<file path="config.mk">
export PLATFORM = sky130hd
export DESIGN_NAME = slot_list_insert_remove_lookup
export DESIGN_NICKNAME = d
export VERILOG_FILES = /design/src/rtl/core/sll_pkg.sv /design/src/rtl/core/sll_engine.sv /design/src/rtl/core/slot_list_insert_remove_lookup.sv
export SDC_FILE = /design/constraint.sdc
export NUM_CORES = 1
export LEC_CHECK = 0
export BUFFER_PORTS_ARGS = -buffer_cell sky130_fd_sc_hd__buf_2
export CAP_MARGIN = 15
export CORE_MARGIN = 2
export CORE_UTILIZATION = 55
export CTS_CLUSTER_DIAMETER = 200
export DETAILED_ROUTE_END_ITERATION = 8
export PLACE_DENSITY = 0.74
export SLEW_MARGIN = 20
export SYNTH_ARGS = -nofsm -noshare
export SYNTH_HDL_FRONTEND = slang
export SYNTH_SLANG_ARGS = --single-unit
</file>
<file path="constraint.sdc">
create_clock -name clk_i -period 8.45 [get_ports clk_i]
set_clock_uncertainty 0.2 [all_clocks]
set_input_delay 0 -clock clk_i [delete_from_list [all_inputs] [get_ports clk_i]]
set_output_delay 0 -clock clk_i [all_outputs]
set_load 0.005 [all_outputs]
</file>
<file path="src/rtl/core/sll_pkg.sv">
`default_nettype none

package sll_pkg;

  // fixed widths of the item fields and the register
  localparam int NODE_W      = 16;
  localparam int FUNC_W      = 2;
  localparam int STATUS_W    = 2;
  localparam int SLOT_IDX_W  = 4;
  localparam int ACT_W       = 5;

  // list geometry
  localparam int SLOTS_DEFAULT = 16;
  localparam logic [ACT_W-1:0] ACT_RESET = 5'd16;

  // configuration port
  localparam int APB_ADDR_W = 3;
  localparam int APB_DATA_W = 32;
  localparam logic REG_ACTIVE_SLOTS = 1'b0;

  typedef enum logic [FUNC_W-1:0] {
    F_INSERT = 2'd0,
    F_REMOVE = 2'd1,
    F_CHECK  = 2'd2,
    F_NOP    = 2'd3
  } func_e;

  typedef enum logic [STATUS_W-1:0] {
    ST_DONE     = 2'd0,
    ST_FULL     = 2'd1,
    ST_NOTFOUND = 2'd2
  } status_e;

  // result of one operation, engine to output stage
  typedef struct packed {
    status_e               status;
    logic                  found;
    logic [SLOT_IDX_W-1:0] slot_index;
  } res_t;

endpackage

`default_nettype wire

</file>
<file path="src/rtl/core/sll_engine.sv">
`default_nettype none

module sll_engine #(
  parameter int SLOTS = sll_pkg::SLOTS_DEFAULT
) (
  input  wire logic                       clk_i,
  input  wire logic                       rst_ni,
  input  wire logic [sll_pkg::ACT_W-1:0]  active_i,
  input  wire logic                       in_valid_i,
  output logic                            in_ready_o,
  input  wire logic [sll_pkg::FUNC_W-1:0] func_i,
  input  wire logic [sll_pkg::NODE_W-1:0] node_id_i,
  output logic                            res_valid_o,
  input  wire logic                       res_ready_i,
  output sll_pkg::res_t                   res_o
);
  import sll_pkg::*;

  localparam int IW = (SLOTS > 1) ? $clog2(SLOTS) : 1;
  localparam int CW = $clog2(SLOTS + 1);
  localparam int EW = (CW > ACT_W) ? CW : ACT_W;

  typedef struct packed {
    logic              valid;
    logic [NODE_W-1:0] node;
  } slot_t;

  typedef enum logic [4:0] {
    S_CLR   = 5'b00001,
    S_IDLE  = 5'b00010,
    S_SCAN  = 5'b00100,
    S_SHIFT = 5'b01000,
    S_DONE  = 5'b10000
  } state_e;

  state_e state_q, state_d;

  slot_t mem [SLOTS];
  slot_t rdata_q;
  logic [IW-1:0] raddr, waddr;
  slot_t wdata;
  logic we;

  func_e func_q, func_d;
  logic [NODE_W-1:0] id_q, id_d;
  logic [CW-1:0] n_q, n_d, ridx_q, ridx_d;
  logic [IW-1:0] pidx_q, pidx_d, where_q, where_d, clr_q, clr_d;
  logic pend_q, pend_d, found_q, found_d;
  status_e status_q, status_d;

  logic [EW-1:0] act_ext;
  logic [CW-1:0] n_start, n_m1;
  logic issue, hit, last;

  assign act_ext = EW'(active_i);
  assign n_start = (act_ext > EW'(SLOTS)) ? CW'(SLOTS) : CW'(active_i);
  assign n_m1    = n_q - CW'(1);
  assign issue   = ridx_q < n_q;
  assign hit     = rdata_q.valid && (rdata_q.node == id_q);
  assign last    = CW'(pidx_q) == n_m1;

  always_comb begin
    state_d  = state_q;
    func_d   = func_q;
    id_d     = id_q;
    n_d      = n_q;
    ridx_d   = ridx_q;
    pidx_d   = pidx_q;
    pend_d   = pend_q;
    found_d  = found_q;
    where_d  = where_q;
    status_d = status_q;
    clr_d    = clr_q;
    raddr    = ridx_q[IW-1:0];
    we       = 1'b0;
    waddr    = '0;
    wdata    = '0;
    in_ready_o  = 1'b0;
    res_valid_o = 1'b0;

    case (state_q)
      S_CLR: begin
        we    = 1'b1;
        waddr = clr_q;
        clr_d = clr_q + IW'(1);
        if (clr_q == IW'(SLOTS - 1)) begin
          state_d = S_IDLE;
        end
      end

      S_IDLE: begin
        in_ready_o = 1'b1;
        if (in_valid_i) begin
          func_d   = func_e'(func_i);
          id_d     = node_id_i;
          n_d      = n_start;
          ridx_d   = '0;
          pend_d   = 1'b0;
          found_d  = 1'b0;
          where_d  = '0;
          status_d = ST_DONE;
          if (func_e'(func_i) == F_NOP) begin
            state_d = S_DONE;
          end else if (n_start == '0) begin
            // no active slot: nothing to scan
            if (func_e'(func_i) == F_INSERT) begin
              status_d = ST_FULL;
            end else if (func_e'(func_i) == F_REMOVE) begin
              status_d = ST_NOTFOUND;
            end
            state_d = S_DONE;
          end else begin
            state_d = S_SCAN;
          end
        end
      end

      S_SCAN: begin
        pend_d = issue;
        pidx_d = ridx_q[IW-1:0];
        if (issue) begin
          ridx_d = ridx_q + CW'(1);
        end
        if (pend_q) begin
          case (func_q)
            F_INSERT: begin
              if (!rdata_q.valid) begin
                we         = 1'b1;
                waddr      = pidx_q;
                wdata.valid = 1'b1;
                wdata.node = id_q;
                found_d    = 1'b1;
                where_d    = pidx_q;
                pend_d     = 1'b0;
                state_d    = S_DONE;
              end else begin
                if (hit && !found_q) begin
                  found_d = 1'b1;
                  where_d = pidx_q;
                end
                if (last) begin
                  status_d = ST_FULL;
                  pend_d   = 1'b0;
                  state_d  = S_DONE;
                end
              end
            end
            F_REMOVE: begin
              if (hit) begin
                found_d = 1'b1;
                where_d = pidx_q;
                ridx_d  = CW'(pidx_q) + CW'(1);
                pend_d  = 1'b0;
                state_d = S_SHIFT;
              end else if (last) begin
                status_d = ST_NOTFOUND;
                pend_d   = 1'b0;
                state_d  = S_DONE;
              end
            end
            default: begin
              if (hit) begin
                found_d = 1'b1;
                where_d = pidx_q;
                pend_d  = 1'b0;
                state_d = S_DONE;
              end else if (last) begin
                pend_d  = 1'b0;
                state_d = S_DONE;
              end
            end
          endcase
        end
      end

      S_SHIFT: begin
        // read slot i+2 while slot i takes the entry of slot i+1 read in the previous cycle
        pend_d = issue;
        pidx_d = ridx_q[IW-1:0];
        if (issue) begin
          ridx_d = ridx_q + CW'(1);
        end
        if (pend_q) begin
          we    = 1'b1;
          waddr = pidx_q - IW'(1);
          wdata = rdata_q;
        end else if (!issue) begin
          we      = 1'b1;
          waddr   = n_m1[IW-1:0];
          state_d = S_DONE;
        end
      end

      S_DONE: begin
        res_valid_o = 1'b1;
        if (res_ready_i) begin
          state_d = S_IDLE;
        end
      end

      default: begin
        state_d = S_CLR;
      end
    endcase
  end

  always_ff @(posedge clk_i or negedge rst_ni) begin
    if (!rst_ni) begin
      state_q <= S_CLR;
      clr_q   <= '0;
      pend_q  <= 1'b0;
    end else begin
      state_q <= state_d;
      clr_q   <= clr_d;
      pend_q  <= pend_d;
    end
  end

  always_ff @(posedge clk_i) begin
    func_q   <= func_d;
    id_q     <= id_d;
    n_q      <= n_d;
    ridx_q   <= ridx_d;
    pidx_q   <= pidx_d;
    found_q  <= found_d;
    where_q  <= where_d;
    status_q <= status_d;
  end

  always_ff @(posedge clk_i) begin
    if (we) begin
      mem[waddr] <= wdata;
    end
  end

  always_ff @(posedge clk_i) begin
    rdata_q <= mem[raddr];
  end

  assign res_o.status     = status_q;
  assign res_o.found      = found_q;
  assign res_o.slot_index = SLOT_IDX_W'(where_q);

endmodule

`default_nettype wire

</file>
<file path="src/rtl/core/slot_list_insert_remove_lookup.sv">
`default_nettype none

// compacting slot list: a table of SLOTS node ids with a valid mark each, kept in
// one synchronous memory. insert fills the lowest empty active slot (or reports
// full), remove takes out the lowest match and slides the later active slots down
// by one, check reports the lowest match. one item is worked on at a time: the
// scan reads one slot per cycle through the single memory read port, at most up to
// the last of the n active slots (n capped at SLOTS). an item passes through the
// accept cycle, the scan and the hand-over of its result; a remove that matches
// at slot k then shifts the later active slots down by one, one copy per cycle.
// after reset the memory is cleared slot by slot, and no item is taken during
// that pass; register writes are taken at any time. a finished result sits in an
// output register, so the next item is accepted while it waits; a result that
// finds that register full and stalled holds the engine until it can move over.
module slot_list_insert_remove_lookup #(
  parameter int SLOTS = sll_pkg::SLOTS_DEFAULT
) (
  input  wire logic                           clk_i,
  input  wire logic                           rst_ni,
  // apb register port
  input  wire logic                           psel,
  input  wire logic                           penable,
  input  wire logic                           pwrite,
  input  wire logic [sll_pkg::APB_ADDR_W-1:0] paddr,
  input  wire logic [sll_pkg::APB_DATA_W-1:0] pwdata,
  output logic      [sll_pkg::APB_DATA_W-1:0] prdata,
  output logic                                pready,
  // operation beats
  input  wire logic                           in_valid_i,
  output logic                                in_ready_o,
  input  wire logic [sll_pkg::FUNC_W-1:0]     func_i,
  input  wire logic [sll_pkg::NODE_W-1:0]     node_id_i,
  // result beats
  output logic                                out_valid_o,
  input  wire logic                           out_ready_i,
  output logic [sll_pkg::STATUS_W-1:0]        status_o,
  output logic                                found_o,
  output logic [sll_pkg::SLOT_IDX_W-1:0]      slot_index_o
);
  import sll_pkg::*;

  // active slot count register
  logic [ACT_W-1:0] active_q;
  logic             reg_sel;
  logic             cfg_wr;

  assign reg_sel = paddr[APB_ADDR_W-1:2] == REG_ACTIVE_SLOTS;
  assign cfg_wr  = psel && penable && pwrite && reg_sel;
  assign pready  = 1'b1;
  assign prdata  = reg_sel ? APB_DATA_W'(active_q) : '0;

  always_ff @(posedge clk_i or negedge rst_ni) begin
    if (!rst_ni) begin
      active_q <= ACT_RESET;
    end else if (cfg_wr) begin
      active_q <= pwdata[ACT_W-1:0];
    end
  end

  // engine: scan, insert and compacting shift over the slot memory
  logic res_valid, res_ready;
  res_t res;

  sll_engine #(
    .SLOTS(SLOTS)
  ) u_engine (
    .clk_i      (clk_i),
    .rst_ni     (rst_ni),
    .active_i   (active_q),
    .in_valid_i (in_valid_i),
    .in_ready_o (in_ready_o),
    .func_i     (func_i),
    .node_id_i  (node_id_i),
    .res_valid_o(res_valid),
    .res_ready_i(res_ready),
    .res_o      (res)
  );

  // output register, frees the engine as soon as its result is taken over
  logic out_valid_q;
  res_t out_q;

  assign res_ready = !out_valid_q || out_ready_i;

  always_ff @(posedge clk_i or negedge rst_ni) begin
    if (!rst_ni) begin
      out_valid_q <= 1'b0;
    end else if (res_valid && res_ready) begin
      out_valid_q <= 1'b1;
    end else if (out_ready_i) begin
      out_valid_q <= 1'b0;
    end
  end

  always_ff @(posedge clk_i) begin
    if (res_valid && res_ready) begin
      out_q <= res;
    end
  end

  assign out_valid_o  = out_valid_q;
  assign status_o     = out_q.status;
  assign found_o      = out_q.found;
  assign slot_index_o = out_q.slot_index;

endmodule

`default_nettype wire

</file>
# Yosys cells after proc, flatten, opt, wreduce, memory -nomap -nowiden

Memory sizes are Yosys's and may differ from the RTL's. A register that Yosys moved wholly into a read port is not among the register bits.
Index checks and enable logic that the tools add are counted.
W data, S select, Z words.

Magnitude comparators: 2
Bitwise gates (word level): 1
$add $sub $neg: 5
Eq/ne operators: 24
Reductions and logical operators: 21
Mux-type cells: 77

Operators with widths:

| cell                  | count |
|---|---|
| $mux W5               | 19 |
| $mux W17              | 4 |
| $mux W4               | 11 |
| $pmux W17 S2          | 1 |
| $pmux W5 S5           | 1 |
| $mux W1               | 22 |
| $mux W2               | 10 |
| $eq A16 B16 Y1        | 1 |
| $pmux W5 S3           | 1 |
| $pmux W4 S3           | 1 |
| $pmux W5 S2           | 1 |
| $ne A3 B2 Y1 const B  | 3 |
| $ne A2 B2 Y1 const B  | 4 |
| $pmux W2 S2           | 2 |
| $pmux W4 S2           | 1 |
| $reduce_and A8 Y1     | 1 |
| $logic_and A1 B1 Y1   | 6 |
| $ne A3 B1 Y1 const B  | 2 |
| $pmux W1 S3           | 2 |
| $reduce_and A6 Y1     | 1 |
| $add A4 B1 Y5 const B | 1 |
| $add A5 B1 Y5 const B | 1 |
| $eq A4 B5 Y1          | 1 |
| $eq A5 B1 Y1 const B  | 1 |
| other kinds (26)      | 32 |

Register bits: 62
Memory bits (writable): 272
Word-level logic and storage cells: 147
Memories kept: 1

Memories:

| name         | words | bits a word | rd ports | clocked after memory_dff | wr ports | RTL line         | RTL |
|---|---|---|---|---|---|---|---|
| u_engine.mem | 16    | 17          | 1        | 1                        | 1        | sll_engine.sv:38 | `slot_t mem [SLOTS];` |

# Longest topological paths before layout

Depth in word-level cells: 8
Mapped depth: 9

# Cells and area by module

Synthesis repeated with hierarchy kept, for this count alone.

Cell total of the unflattened synthesis: 767
Area, all modules: 14,458.9 µm²

Modules (own cells, without submodules):

| module                         | seq. area each (µm²) | area an instance (µm²) | cells each | instances |
|---|---|---|---|---|
| sll_engine                     | 9,930.8              | 13,736.9               | 710        | 1 |
| slot_list_insert_remove_lookup | 361.6                | 721.9                  | 57         | 1 |

# Least setup slack after synthesis

OpenSTA, ideal clock, no wires.

Kind: register -> register
Start point: reg u_engine.state_q[1]
End point: mem u_engine.mem[0][0] (netlist bit) (enable)
Required time: 7.832 ns
Slack: 4.831 ns
Stages on the path, launching flop included: 7
Path buffers: 2
Period minus slack after synthesis: 3.619 ns
Data arrival time: 3.001 ns
Cells stage by stage: dfrtp_1 clkbuf_1 or4b_1 nor3_1 buf_2 nor2_1 a211oi_1

Cells in the longest elaborated chain, start to end: 4
Elaborated cells between the ends (all ways): 7
Those cells by class: eq/ne (3); mux (4)

Ends and longest elaborated chain:

| element                              | RTL line          | RTL |
|---|---|---|
| start: declaration                   | sll_engine.sv:36  | `state_e state_q, state_d;` |
| start signal: assignment             | sll_engine.sv:213 | `state_q <= state_d;` |
| $eq A5 B4 Y1 (tied with other cells) | sll_engine.sv:81  | `case (state_q)` |
| $pmux W1 S3                          | sll_engine.sv:81  |  |
| $mux W1                              | sll_engine.sv:231 | `if (we) begin` |
| $mux W1 (not written as such)        | sll_engine.sv:232 | `mem[waddr] <= wdata;` |
| end: declaration                     | sll_engine.sv:38  |  |

Several ways; a longest one is shown, not always the timed one.

# Final worst setup path

Start point: reg u_engine.pend_q
End point: mem u_engine.mem[11][12] (netlist bit) (enable)

Cells in the longest elaborated chain, start to end: 4
Elaborated cells between the ends (all ways): 8
Those cells by class: mux (8)

Ends and longest elaborated chain:

| element                           | RTL line                             | RTL |
|---|---|---|
| start: declaration                | sll_engine.sv:48                     | `logic pend_q, pend_d, found_q, found_d;` |
| start signal: assignment          | sll_engine.sv:215                    | `pend_q <= pend_d;` |
| $mux W1, on equally long branches | sll_engine.sv:183, sll_engine.sv:124 |  |
| $pmux W1 S3                       | sll_engine.sv:81                     |  |
| $mux W1                           | sll_engine.sv:231                    |  |
| $mux W1 (not written as such)     | sll_engine.sv:232                    |  |

Several ways; a longest one is shown, not always the timed one.

==> impl_results.md <==
* Tightest Hold Check Type: primary input to register
* GPL Wtd Cong at a little under 0.9
* DP Area at about 15,000 µm²
* Drt pass-1 iters at 5
* Slew headroom at between 30% and 40%
* Top cell type's share of synthesized area at about 66%
* Syn_area_per_cell at 18.6 µm²
* CTS Hold Buffers Added at 49
* Initial DRC count at ~960
* Count leader, synth: edfxtp_1
* Commonest cells post-synth: 318 x edfxtp_1, 85 x mux4_2, 36 x nor2_1, 28 x buf_4, 25 x clkbuf_1
* Most Frequent Cell on Critical Path: buf_4
* Share of synthesized registers carrying an async set or reset at under 10%
* Remaining Overflow, GRT at 0
* Leak at between 5 and 6 nW
* Via count of the first global-routing pass at 8,026
* Port-buffer cells at 44
* Area growth from synthesis to layout at 15.4%
* Clock Path Buffers at 3
* FF-to-FF path depth at 8
* Final number of setup-violating endpoints at 0
* CTS Buf Count at 35
* Worst EP required at 8420 ps
* Seq/Total Area, Yosys at just over 70%
* CTS tree: built
* Critical path's largest stage delay at roughly 660 ps
* CP Max Fanout at 21
* Worst R2R Start: u_engine.pend_q
* CTS H-tree lvls at 2
* Type of origin of the critical path: register
* Boundary pin count at 102
* Synth warnings at 0
* Root Driver: clkbuf_16
* # rows at 59
* Final wirelength at between 30,000 and 40,000 µm
* Final Max Tran Viols at 0
* Nature of the critical path endpoint: register
* Setup TNS at 0 ps
* # diodes at 0
* Syn Inst Count at roughly 770
* Hold_sp: node_id_i[12]
* Crit path arrival time at around 3500 ps
* Largest net degree at the start of global routing at 73
* Netlist Area Pre-Place at about 14,000 µm²
* Via count at around 7.7k
* Initial antenna violation count at 0
* Final hold vios at 0
* Max-cap violations at 0
* DRC Markers at 0
* Share of layout cells above drive strength 1 at between 20 and 30%
* Max stage delay cell, worst path: or4b_2
* CP Launch Point: u_engine.pend_q
* Number of enable flip-flop cells after synthesis at ~320
* Clk Latency, worst-skew pair at ~530 ps
* First-pass GRT wire length at ~47,000 µm
* Antenna-violating nets left at 0
* Die area at roughly 27,000 µm²
* Max Freq at about 0.28 GHz
* Final Cell Area at 16,600 µm²
* Starting Density at between 50% and 60%
* Core Box Area at roughly 26,000 µm²
* Status: complete, no violations
* Top_reg_cell synth: edfxtp_1
* Hold path depth at 2
* Overall global routing resource usage at a little under a quarter
* Sink Count at 351
* Minimum clock period at roughly 3500 ps
* Actual slew at the worst max-slew pin at approximately 1000 ps
* Drt wl/cell at between 20 and 25 µm
* Die Wd at 166 µm
* Clock transition at path regs at 60 ps
* Crit Path Class: register to register
* Crit-path cells: or4b_2 -> nor3_2 -> buf_4 -> a221o_1 -> a21o_1 -> nand3_1 -> nor2_2 -> buf_4
* Largest cells by area after synthesis: edfxtp_1 66%, mux4_2 13%, dfrtp_1 2.4%, dfxtp_1 2.4%, buf_4 1.5%
* # fillers at 1,736
* Peak supply drop at 0.192 mV
* Via density at 6.21
* Placed wire-length estimate at about 17,000 µm
* RSZ-0062 raised after global routing: no
* Pwr Density at 280 nW/µm²
* Post-synthesis register bit count at approximately 350
* Final period util at 41.6%
* Layout net count at about 950
* Synth unique cells at 60
* Die Y-Extent at ~170 µm
* Setup bufs post-CTS at 0
* Leading area contributor after synthesis: edfxtp_1
* Resized cells post-CTS at 0
per-layer routing:
| layer | part of all wire [%] | vias up | GRT usage [%] |
|---|---|---|---|
| li1 | - | 3280 | - |
| met1 | 41 | 4000 | 31.5 |
| met2 | 49 | 383 | 37.3 |
| met3 | 6.9 | 86 | 3.27 |
| met4 | 3.5 | 0 | 9.26 |
| met5 | 0 | - | 0 |
report_power, final:
group,internal [mW],total [mW],switching (mW),leakage (nW)
registers,2.23,2.35,0.125,3.48
logic,0.308,0.826,0.518,1.86
clock network,0.832,1.47,0.641,0.546
total,3.37,4.65,1.28,5.89
worst max-delay path: cells and delay by family (launching register included):
family | cells | cell delay, ps
simple gates | 4 | 1200
compound gates | 2 | 390
flops | 1 | 650
buf+inv | 2 | 720
layout by cell type, fill, tap and decap left out, types with 10 or more instances in the layout:
cell and instances:
a21oi_1 10, a22o_1 16, buf_2 44, buf_4 24
clkbuf_16 35, clkinv_2 11, conb_1 28, dfrtp_1 14
dfxtp_1 17, dlygate4sd3_1 49, edfxtp_1 318, inv_1 12
mux4_2 85, nand2_1 19, nand3_1 13, nor2_1 20
nor2_2 16, nor2b_1 14, xnor2_1 23
cell families (layout without fill, tap and decap cells):
| logic type | Yosys count | in the layout | share of synthesized area [%] |
|---|---|---|---|
| buf+inv | 78 | 193 | 2.86 |
| fa+ha+maj | 9 | 9 | 0.783 |
| mux | 94 | 94 | 14.0 |
| compound gates | 77 | 77 | 4.02 |
| xor+xnor | 31 | 31 | 1.98 |
| flops | 351 | 351 | 71.6 |
| other cells | 2 | 28 | 0.0522 |
| simple gates | 129 | 129 | 4.69 |
worst paths after layout:
check                                       end  slack [ps]
setup / recovery           u_engine.mem[11][12]        4930
hold / removal                u_engine.id_q[12]          30
setup reg to reg           u_engine.mem[11][12]        4930
hold reg to reg                 slot_index_o[2]         220
max in group asynchronous   u_engine.state_q[2]        6570
min in group asynchronous   u_engine.state_q[0]         350
registers in the layout (all words and copies together) (netlist names):
signal,count
found_o,1
u_engine.ridx_q,5
u_engine.pidx_q,4
u_engine.where_q,4
u_engine.n_q,5
u_engine.rdata_q,17
u_engine.found_q,1
status_o,2
slot_index_o,4
u_engine.mem,272
u_engine.clr_q,4
out_valid_o,1
u_engine.pend_q,1
u_engine.state_q,5
u_engine.func_q,2
u_engine.status_q,2
u_engine.id_q,16
active_q,5
cell type report:
| class | count | area [µm²] | area share (%) |
|---|---|---|---|
| flip-flops and latches | 351 | 10300 | 62.1 |
| multi-input cells | 368 | 3830 | 23.1 |
| clock buffers | 46 | 947 | 5.71 |
| repair buffers | 117 | 891 | 5.37 |
| well taps | 335 | 419 | 2.53 |
| clock inverters | 18 | 155 | 0.936 |
| inverters | 12 | 45.0 | 0.272 |
stage by stage:
stage / setup slack [ps] / instances / power, mW / hold slack (ps) / utilization (%)
2_1_floorplan: 4830 / 797 / 2.83 / -496 / -
3_3_place_gp: 4920 / 1134 / 3.12 / -274 / 58.0
3_5_place_dp: 4770 / 1134 / 3.17 / -269 / 58.0
4_1_cts: 4750 / 1247 / 4.67 / 15.9 / 64.2
5_1_grt: 4830 / 1247 / 4.81 / 33.9 / 64.2
6_report: 4930 / 1247 / 4.65 / 32.9 / 64.2
No activity file was read; power rests on OpenSTA's default activity.
